$ cat src/spiee_pkg.sv
package spiee_pkg;

  // Default page size in bytes (power of two, 8 to 256)
  localparam int PAGE_BYTES_DEF = 32;

  localparam int MAX_WORDS = 5;

  localparam logic [1:0] CMD_START_WR = 2'd0;
  localparam logic [1:0] CMD_WR_DATA  = 2'd1;
  localparam logic [1:0] CMD_START_RD = 2'd2;
  localparam logic [1:0] CMD_RD_SLOT  = 2'd3;

  localparam logic [1:0] MODE_IDLE  = 2'd0;
  localparam logic [1:0] MODE_WRITE = 2'd1;
  localparam logic [1:0] MODE_READ  = 2'd2;

  localparam logic [1:0] REG_WE_OPCODE = 2'd0;
  localparam logic [1:0] REG_WR_OPCODE = 2'd1;
  localparam logic [1:0] REG_RD_OPCODE = 2'd2;

  localparam logic [7:0] WE_OPCODE_RST = 8'h06;
  localparam logic [7:0] WR_OPCODE_RST = 8'h02;
  localparam logic [7:0] RD_OPCODE_RST = 8'h03;
  localparam logic [7:0] DUMMY_BYTE    = 8'hFF;

  typedef struct packed {
    logic [1:0]  command;
    logic [15:0] address;
    logic [15:0] length;
    logic [7:0]  data_byte;
    logic [7:0]  bus_byte;
  } in_word_t;

  typedef struct packed {
    logic [7:0] spi_byte;
    logic       select_before;
    logic       release_after;
    logic       wait_after;
    logic [7:0] read_data;
    logic       read_valid;
    logic       last;
  } out_word_t;

  function automatic out_word_t mk_word(input logic [7:0] b, input logic sel,
                                        input logic rel, input logic wt,
                                        input logic [7:0] rd, input logic rv);
    out_word_t w;
    w.spi_byte      = b;
    w.select_before = sel;
    w.release_after = rel;
    w.wait_after    = wt;
    w.read_data     = rd;
    w.read_valid    = rv;
    w.last          = 1'b0;
    return w;
  endfunction

endpackage

$ cat src/spi_eeprom_page_write_sequencer.sv
// The first output word of a request shows in the cycle after the request is taken.
// A request makes n output words (0 to 5) and holds the output queue until its last word
// leaves; the next request is taken in the cycle that word leaves, so data and read-slot
// words stream at one per cycle while out_ready stays high.
// Reset (rst_n low, synchronous): idle mode, empty output queue, opcodes 0x06/0x02/0x03.
module spi_eeprom_page_write_sequencer #(
  parameter int PAGE_BYTES = spiee_pkg::PAGE_BYTES_DEF
) (
  input  logic                 clk,
  input  logic                 rst_n,
  input  logic                 in_valid,
  output logic                 in_ready,
  input  spiee_pkg::in_word_t  in_data,
  output logic                 out_valid,
  input  logic                 out_ready,
  output spiee_pkg::out_word_t out_data,
  input  logic                 cfg_valid,
  output logic                 cfg_ready,
  input  logic [1:0]           cfg_index,
  input  logic [7:0]           cfg_data
);
  import spiee_pkg::*;

  // PAGE_BYTES must be a power of two; page offset is the low address bits
  localparam int LG  = $clog2(PAGE_BYTES);
  localparam int CLW = $clog2(PAGE_BYTES + 1);

  // Opcode registers
  logic [7:0] we_op_r, wr_op_r, rd_op_r;

  // Sequencer state
  logic [1:0]     mode_r, mode_nxt;
  logic [15:0]    addr_r, addr_nxt;
  logic [15:0]    rem_r, rem_nxt;
  logic [CLW-1:0] left_r, left_nxt;

  // Output queue: up to five words, head at entry 0
  out_word_t ent_r [MAX_WORDS];
  out_word_t ent_nxt [MAX_WORDS];
  out_word_t res [MAX_WORDS];
  logic [2:0] cnt_r, cnt_nxt;
  logic [2:0] n;

  // Chunk opening
  logic           open, open_at;
  logic [15:0]    src_addr, src_rem;
  logic [CLW-1:0] room, chunk;

  logic in_fire, out_fire;

  assign cfg_ready = 1'b1;
  assign out_valid = (cnt_r != 3'd0);
  assign out_data  = ent_r[0];
  // Take a new word when the queue is empty or its final word leaves now
  assign in_ready  = (cnt_r == 3'd0) || (cnt_r == 3'd1 && out_ready);
  assign in_fire   = in_valid && in_ready;
  assign out_fire  = out_valid && out_ready;

  always_ff @(posedge clk) begin
    if (!rst_n) begin
      we_op_r <= WE_OPCODE_RST;
      wr_op_r <= WR_OPCODE_RST;
      rd_op_r <= RD_OPCODE_RST;
    end else if (cfg_valid) begin
      case (cfg_index)
        REG_WE_OPCODE: we_op_r <= cfg_data;
        REG_WR_OPCODE: wr_op_r <= cfg_data;
        REG_RD_OPCODE: rd_op_r <= cfg_data;
        default: ;
      endcase
    end
  end

  // Request decode and next state
  always_comb begin
    mode_nxt = mode_r;
    addr_nxt = addr_r;
    rem_nxt  = rem_r;
    left_nxt = left_r;
    for (int i = 0; i < MAX_WORDS; i++) res[i] = '0;
    n        = 3'd0;
    open     = 1'b0;
    open_at  = 1'b0;
    src_addr = addr_r;
    src_rem  = rem_r;

    case (in_data.command)
      CMD_START_WR: begin
        if (mode_r == MODE_IDLE && in_data.length != 16'd0) begin
          src_addr = in_data.address;
          src_rem  = in_data.length;
          mode_nxt = MODE_WRITE;
          open     = 1'b1;
        end
      end
      CMD_WR_DATA: begin
        if (mode_r == MODE_WRITE) begin
          if (left_r > CLW'(1)) begin
            left_nxt = left_r - CLW'(1);
            res[0]   = mk_word(in_data.data_byte, 1'b0, 1'b0, 1'b0, 8'h00, 1'b0);
            n        = 3'd1;
          end else begin
            // Last byte of the chunk: release and program
            left_nxt = '0;
            res[0]   = mk_word(in_data.data_byte, 1'b0, 1'b1, 1'b1, 8'h00, 1'b0);
            n        = 3'd1;
            if (rem_r != 16'd0) begin
              open    = 1'b1;
              open_at = 1'b1;
            end else begin
              mode_nxt = MODE_IDLE;
            end
          end
        end
      end
      CMD_START_RD: begin
        if (mode_r == MODE_IDLE) begin
          addr_nxt = in_data.address;
          rem_nxt  = in_data.length;
          res[0]   = mk_word(rd_op_r, 1'b1, 1'b0, 1'b0, 8'h00, 1'b0);
          res[1]   = mk_word(in_data.address[15:8], 1'b0, 1'b0, 1'b0, 8'h00, 1'b0);
          // Empty read: header alone, released after the low address byte
          res[2]   = mk_word(in_data.address[7:0], 1'b0, (in_data.length == 16'd0),
                             1'b0, 8'h00, 1'b0);
          n        = 3'd3;
          if (in_data.length != 16'd0) mode_nxt = MODE_READ;
        end
      end
      default: begin
        if (mode_r == MODE_READ) begin
          rem_nxt = rem_r - 16'd1;
          res[0]  = mk_word(DUMMY_BYTE, 1'b0, (rem_r == 16'd1), 1'b0,
                            in_data.bus_byte, 1'b1);
          n       = 3'd1;
          if (rem_r == 16'd1) mode_nxt = MODE_IDLE;
        end
      end
    endcase

    // Chunk runs to the next page boundary or the end of the request
    room  = CLW'(PAGE_BYTES) - CLW'(src_addr[LG-1:0]);
    chunk = (src_rem < 16'(room)) ? src_rem[CLW-1:0] : room;

    if (open) begin
      addr_nxt = src_addr + 16'(chunk);
      rem_nxt  = src_rem - 16'(chunk);
      left_nxt = chunk;
      if (open_at) begin
        res[1] = mk_word(we_op_r, 1'b1, 1'b1, 1'b0, 8'h00, 1'b0);
        res[2] = mk_word(wr_op_r, 1'b1, 1'b0, 1'b0, 8'h00, 1'b0);
        res[3] = mk_word(src_addr[15:8], 1'b0, 1'b0, 1'b0, 8'h00, 1'b0);
        res[4] = mk_word(src_addr[7:0], 1'b0, 1'b0, 1'b0, 8'h00, 1'b0);
        n      = 3'd5;
      end else begin
        res[0] = mk_word(we_op_r, 1'b1, 1'b1, 1'b0, 8'h00, 1'b0);
        res[1] = mk_word(wr_op_r, 1'b1, 1'b0, 1'b0, 8'h00, 1'b0);
        res[2] = mk_word(src_addr[15:8], 1'b0, 1'b0, 1'b0, 8'h00, 1'b0);
        res[3] = mk_word(src_addr[7:0], 1'b0, 1'b0, 1'b0, 8'h00, 1'b0);
        n      = 3'd4;
      end
    end

    for (int i = 0; i < MAX_WORDS; i++) begin
      if (n != 3'd0 && 3'(i) == n - 3'd1) res[i].last = 1'b1;
    end
  end

  // Queue load on a new request, shift on each word taken
  always_comb begin
    cnt_nxt = cnt_r;
    for (int i = 0; i < MAX_WORDS; i++) ent_nxt[i] = ent_r[i];
    if (in_fire) begin
      cnt_nxt = n;
      for (int i = 0; i < MAX_WORDS; i++) ent_nxt[i] = res[i];
    end else if (out_fire) begin
      cnt_nxt = cnt_r - 3'd1;
      for (int i = 0; i < MAX_WORDS - 1; i++) ent_nxt[i] = ent_r[i+1];
    end
  end

  always_ff @(posedge clk) begin
    if (!rst_n) begin
      mode_r <= MODE_IDLE;
      addr_r <= '0;
      rem_r  <= '0;
      left_r <= '0;
      cnt_r  <= '0;
    end else begin
      cnt_r <= cnt_nxt;
      if (in_fire) begin
        mode_r <= mode_nxt;
        addr_r <= addr_nxt;
        rem_r  <= rem_nxt;
        left_r <= left_nxt;
      end
    end
  end

  always_ff @(posedge clk) begin
    for (int i = 0; i < MAX_WORDS; i++) ent_r[i] <= ent_nxt[i];
  end

endmodule

$ cat config.mk
export PLATFORM = sky130hd
export DESIGN_NAME = spi_eeprom_page_write_sequencer
export DESIGN_NICKNAME = d
export VERILOG_FILES = /design/src/spiee_pkg.sv /design/src/spi_eeprom_page_write_sequencer.sv
export SDC_FILE = /design/constraint.sdc
export NUM_CORES = 1
export LEC_CHECK = 0
export BUFFER_PORTS_ARGS = -buffer_cell sky130_fd_sc_hd__buf_2
export CORE_MARGIN = 5
export CORE_UTILIZATION = 54
export CTS_CLUSTER_SIZE = 28
export DETAILED_ROUTE_END_ITERATION = 10
export HOLD_SLACK_MARGIN = 0.1
export PLACE_DENSITY = 0.84
export SETUP_SLACK_MARGIN = 0.3
export SYNTH_ARGS = -nofsm -noshare
export SYNTH_HDL_FRONTEND = slang
export SYNTH_SLANG_ARGS = --single-unit
$ cat constraint.sdc
create_clock -name clk -period 6 [get_ports clk]
set_clock_uncertainty 0.15 [all_clocks]
set_input_delay 0.6 -clock clk [delete_from_list [all_inputs] [get_ports clk]]
set_output_delay 0.6 -clock clk [all_outputs]
set_load 0.005 [all_outputs]
==> results by group <==
Route
  • Initial DRT Pass Iterations: 6
  • Iteration-0 DRC count of the detailed router: 1,041
  • Number of DRC violations after detailed routing: 0
  • DRT antenna net count: 0
  • Wire length per cell: 19.04 um
  • Overall via count from detail_route: between 8,000 and 9,000
  • Mean number of vias per cell: roughly 6.3
  • Final Routed Wirelength: ~26,000 um

Clock tree
  • Number of sinks driven by the clock tree: ~130
  • Clock tree from TritonCTS: done
  • Worst-skew pair later-pin latency: roughly 430 ps
  • Worst-path clk slew: ~60 ps
  • Clock root buffer: sky130_fd_sc_hd__clkbuf_16
  • Htree depth: 4
  • CTS Buffer Depth: 2
  • Number of buffers created by CTS: 17

Worst hold path
  • Hold WC Path Type: in -> reg
  • Cell depth of the worst min-delay path: 3
  • Worst Min Path Start: cfg_data[2]
  • Worst hold path endpoint: we_op_r[2]

Yosys
  • Mapped Nets: 1,131
  • Main combinational cell family by area after synthesis: compound AO/OA/AOI/OAI gates
  • Post-synthesis async set-or-reset flop share: 0
  • Gate Count Post-Synth: approximately 1,000
  • Fraction of the yosys area taken by sequential cells: 0.3666
  • Number of unique standard cell types used by synthesis: 77
  • Cell with the most instances after synthesis: sky130_fd_sc_hd__nand2_1
  • XOR/XNOR Fraction of Synth Area: 0.03542
  • Post-synthesis compound-gate area fraction: 0.2367
  • Cell taking the most area after synthesis: sky130_fd_sc_hd__edfxtp_1
  • Mux cell area share after synthesis: 0.05421
  • Synth top cells by count: sky130_fd_sc_hd__nand2_1 (127), sky130_fd_sc_hd__nor2_1 (108), sky130_fd_sc_hd__a21oi_1 (86)
  • Leading register cell type out of synthesis: sky130_fd_sc_hd__dfxtp_1
  • Basic-gate share of the synthesized area counting and, or, nand and nor cells: 0.2085
  • Synthesis-stage register bit count: about 130
  • Adder and majority cell fraction of the synthesized area: 0.03412
  • Top-area cell type share of the netlist area: 0.2117
  • Syn avg cell area: ~8.3 sq um
  • EDFF count, synth: 61
  • Synth warnings: 0
  • Leading post-synthesis cells by cell area: sky130_fd_sc_hd__edfxtp_1 (21%), sky130_fd_sc_hd__dfxtp_1 (15%), sky130_fd_sc_hd__nand2_1 (5.5%)
  • Post-synthesis instance area: 8655 sq um

Power
  • Cell Pwr Density: 510.7 nW/um^2
  • IR drop worst, VDD: 0.2940 mV
  • Standby leakage power: just over 4 nW

Setup path
  • Worst R2R End: rem_r[9]
  • Start of the worst register-to-register path: mode_r[0]
  • Critical path data arrival time: between 5000 and 6000 ps
  • Worst reg2reg path depth: 24
  • Buf+Inv Stages, Crit Path: 6
  • Register-to-register setup slack: 540 ps
  • Critical path's slowest cell: sky130_fd_sc_hd__or4_4
  • CP Capture Type: register
  • Slowest cell delay on critical path: between 500 and 600 ps
  • Worst setup path class: in -> reg
  • Top cell family by delay on the critical path: compound AO/OA/AOI/OAI gates
  • Startpoint kind of the worst setup timing path: input pin
  • CP required: just over 6000 ps
  • Crit path max fanout: 8

Final layout
  • Layout fillers: 1,253
  • Fraction of layout instances using a drive strength above 1: 0.2036
  • Ant diodes: 0
  • Filler-free cell count of the finished design: 1,341
  • Area growth from synthesis to layout: 17.25%
  • Final net count: 1,197
  • Final instance area: 10,150 sq um

Floorplanning
  • Overall die area: roughly 19,000 sq um
  • Die height: ~140 um
  • IO Count: 89
  • Total number of placement rows: 46
  • Area of the core: ~16,000 sq um
  • Effective utilization at floorplan: 0.5468
  • Die Wd: 136.6 um

Place
  • IO buf count: 87
  • # placed instances: 1,294
  • Total placed instance area: approximately 9300 sq um
  • Routability Congestion: ~0.96
  • Final HPWL from detailed placement: about 17,000 um

STA
  • Final setup violation count: 0
  • Post-layout min period: 5569 ps
  • Number of hold violations in the final report: 0
  • Slew at the pin with the worst max-slew slack: approximately 1300 ps
  • Unrepaired setup endpoints after global routing: true
  • Total count of max-transition violations in the final report: 0
  • Worst-case headroom to the max-slew limit: 0.1357
  • FMAX: between 150 and 200 MHz
  • Final worst path period share: 0.9282

Job
  • Max-cap violations: 0

Run status
  • Status: complete, no violations

Global route
  • Maximum number of pins on one net before global-route repair: 67
  • Initial antenna violation count: 1
  • Total global routing track utilization: 0.2656
  • First-pass GRT wire length: 39,540 um
  • Remaining Overflow, GRT: 0
  • Number of global-route vias before repair: approximately 7,600
[how the worst max path moves through the flow]
stage | from | slack [ps] | end | depth (start not counted)
2_1_floorplan | in_data[21] | 220 | rem_r[9] | 25
3_3_place_gp | in_data[21] | 1 | rem_r[13] | 24
3_5_place_dp | in_data[21] | -150 | rem_r[9] | 23
4_1_cts | in_data[21] | 320 | rem_r[9] | 25
5_1_grt | in_data[21] | 240 | rem_r[9] | 26
6_report | in_data[21] | 430 | rem_r[9] | 26
[flip-flops by register name, indices dropped and copies added (netlist names)]
register	count
wr_op_r	8
rem_r	16
addr_r	16
rd_op_r	8
left_r	6
we_op_r	8
cnt_r	3
ent_r	61
mode_r	2
[cell type report]
type,instances,area (sq um),share of cell area
Timing Repair Buffer,143,875.8,0.08631
Inverter,23,86.33,0.008508
Tap cell,216,270.3,0.02663
Clock inverter,13,175.2,0.01726
Sequential cell,128,3173,0.3127
Clock buffer,19,454.2,0.04476
Multi-Input combinational cell,799,5112,0.5038
[per-layer routing]
metal  vias up  global-route usage  part of all wire
li1       3940                   -                 -
met1      3873              0.3660              0.41
met2       527              0.4099              0.45
met3        85             0.05772              0.11
met4         2             0.09910             0.029
met5         -                   0           0.00027
[worst register-to-register path, cell delays in order (launching register included)]
cell and delay, ps:
sky130_fd_sc_hd__dfxtp_1 320, sky130_fd_sc_hd__or4_4 580, sky130_fd_sc_hd__a21oi_4 180, sky130_fd_sc_hd__buf_12 150, sky130_fd_sc_hd__buf_6 100, sky130_fd_sc_hd__mux2i_2 210, sky130_fd_sc_hd__inv_1 100, sky130_fd_sc_hd__ha_1 320
sky130_fd_sc_hd__and2_1 150, sky130_fd_sc_hd__o2111ai_1 90, sky130_fd_sc_hd__o211a_1 310, sky130_fd_sc_hd__nand2_4 90, sky130_fd_sc_hd__o21a_4 270, sky130_fd_sc_hd__a21oi_4 160, sky130_fd_sc_hd__inv_2 70, sky130_fd_sc_hd__ha_1 260
sky130_fd_sc_hd__a21o_1 190, sky130_fd_sc_hd__inv_1 70, sky130_fd_sc_hd__maj3_2 320, sky130_fd_sc_hd__a221oi_2 350, sky130_fd_sc_hd__o22a_4 230, sky130_fd_sc_hd__buf_6 140, sky130_fd_sc_hd__o21ai_0 110, sky130_fd_sc_hd__and3_1 210
sky130_fd_sc_hd__a311oi_2 240
[cell usage in the layout, fill, tap and decap left out, types with 5 or more instances in the layout]
cell type,instances
sky130_fd_sc_hd__nand3_1,25
sky130_fd_sc_hd__a21o_1,12
sky130_fd_sc_hd__nand2b_1,15
sky130_fd_sc_hd__nor2_1,107
sky130_fd_sc_hd__inv_1,18
sky130_fd_sc_hd__a31oi_1,21
sky130_fd_sc_hd__clkbuf_16,18
sky130_fd_sc_hd__a21oi_1,82
sky130_fd_sc_hd__a221oi_1,19
sky130_fd_sc_hd__nor2b_1,18
sky130_fd_sc_hd__and2_1,13
sky130_fd_sc_hd__ha_1,17
sky130_fd_sc_hd__a222oi_1,8
sky130_fd_sc_hd__and3_1,5
sky130_fd_sc_hd__nor4_1,9
sky130_fd_sc_hd__o2111ai_1,5
sky130_fd_sc_hd__xnor2_1,21
sky130_fd_sc_hd__o211ai_1,11
sky130_fd_sc_hd__o211a_1,5
sky130_fd_sc_hd__dfxtp_1,67
sky130_fd_sc_hd__o21ai_0,68
sky130_fd_sc_hd__xor2_1,13
sky130_fd_sc_hd__o221ai_1,9
sky130_fd_sc_hd__buf_4,53
sky130_fd_sc_hd__nor3b_1,5
sky130_fd_sc_hd__nand2_1,125
sky130_fd_sc_hd__edfxtp_1,61
sky130_fd_sc_hd__a211oi_1,14
sky130_fd_sc_hd__or3_1,8
sky130_fd_sc_hd__o21a_1,6
sky130_fd_sc_hd__nor3_1,28
sky130_fd_sc_hd__buf_2,87
sky130_fd_sc_hd__mux2i_1,38
[where the power goes]
| part | switching [mW] | internal, mW |
|---|---|---|
| sequential | 0.137 | 1.26 |
| clock | 0.418 | 0.686 |
| combinational | 1.57 | 1.11 |
| total | 2.13 | 3.05 |
[cells by family after synthesis]
| kind of cell | after synthesis |
|---|---|
| flops | 128 |
| buf+inv | 119 |
| simple gates | 386 |
| xor+xnor | 35 |
| mux | 46 |
| compound gates | 308 |
| other cells | 1 |
| fa+ha+maj | 23 |
[metrics by stage]
stage | TNS [ps] | hold slack, ps | setup WS, ps | util | total power [mW]
floorplan | 0 | 294.4 | 221.3 | - | 3.261
global placement | 0 | 309.2 | 1.336 | 0.5873 | 3.814
detailed placement | -847.4 | 317.3 | -145.6 | 0.5873 | 3.868
CTS | 0 | 281.5 | 319.4 | 0.6300 | 4.982
global route | 0 | 288.8 | 241.0 | 0.6411 | 5.488
finish | 0 | 289.8 | 430.6 | 0.6411 | 5.182
[timing repair]
action                                  CTS  global route
hold buffers                              0             0
resized for setup                         2            20
pin swaps                                 0            13
endpoints found under the setup margin    6            18
gates cloned                              0             0
buffers inserted                          5            10
(Power assumes the default switching activity.)
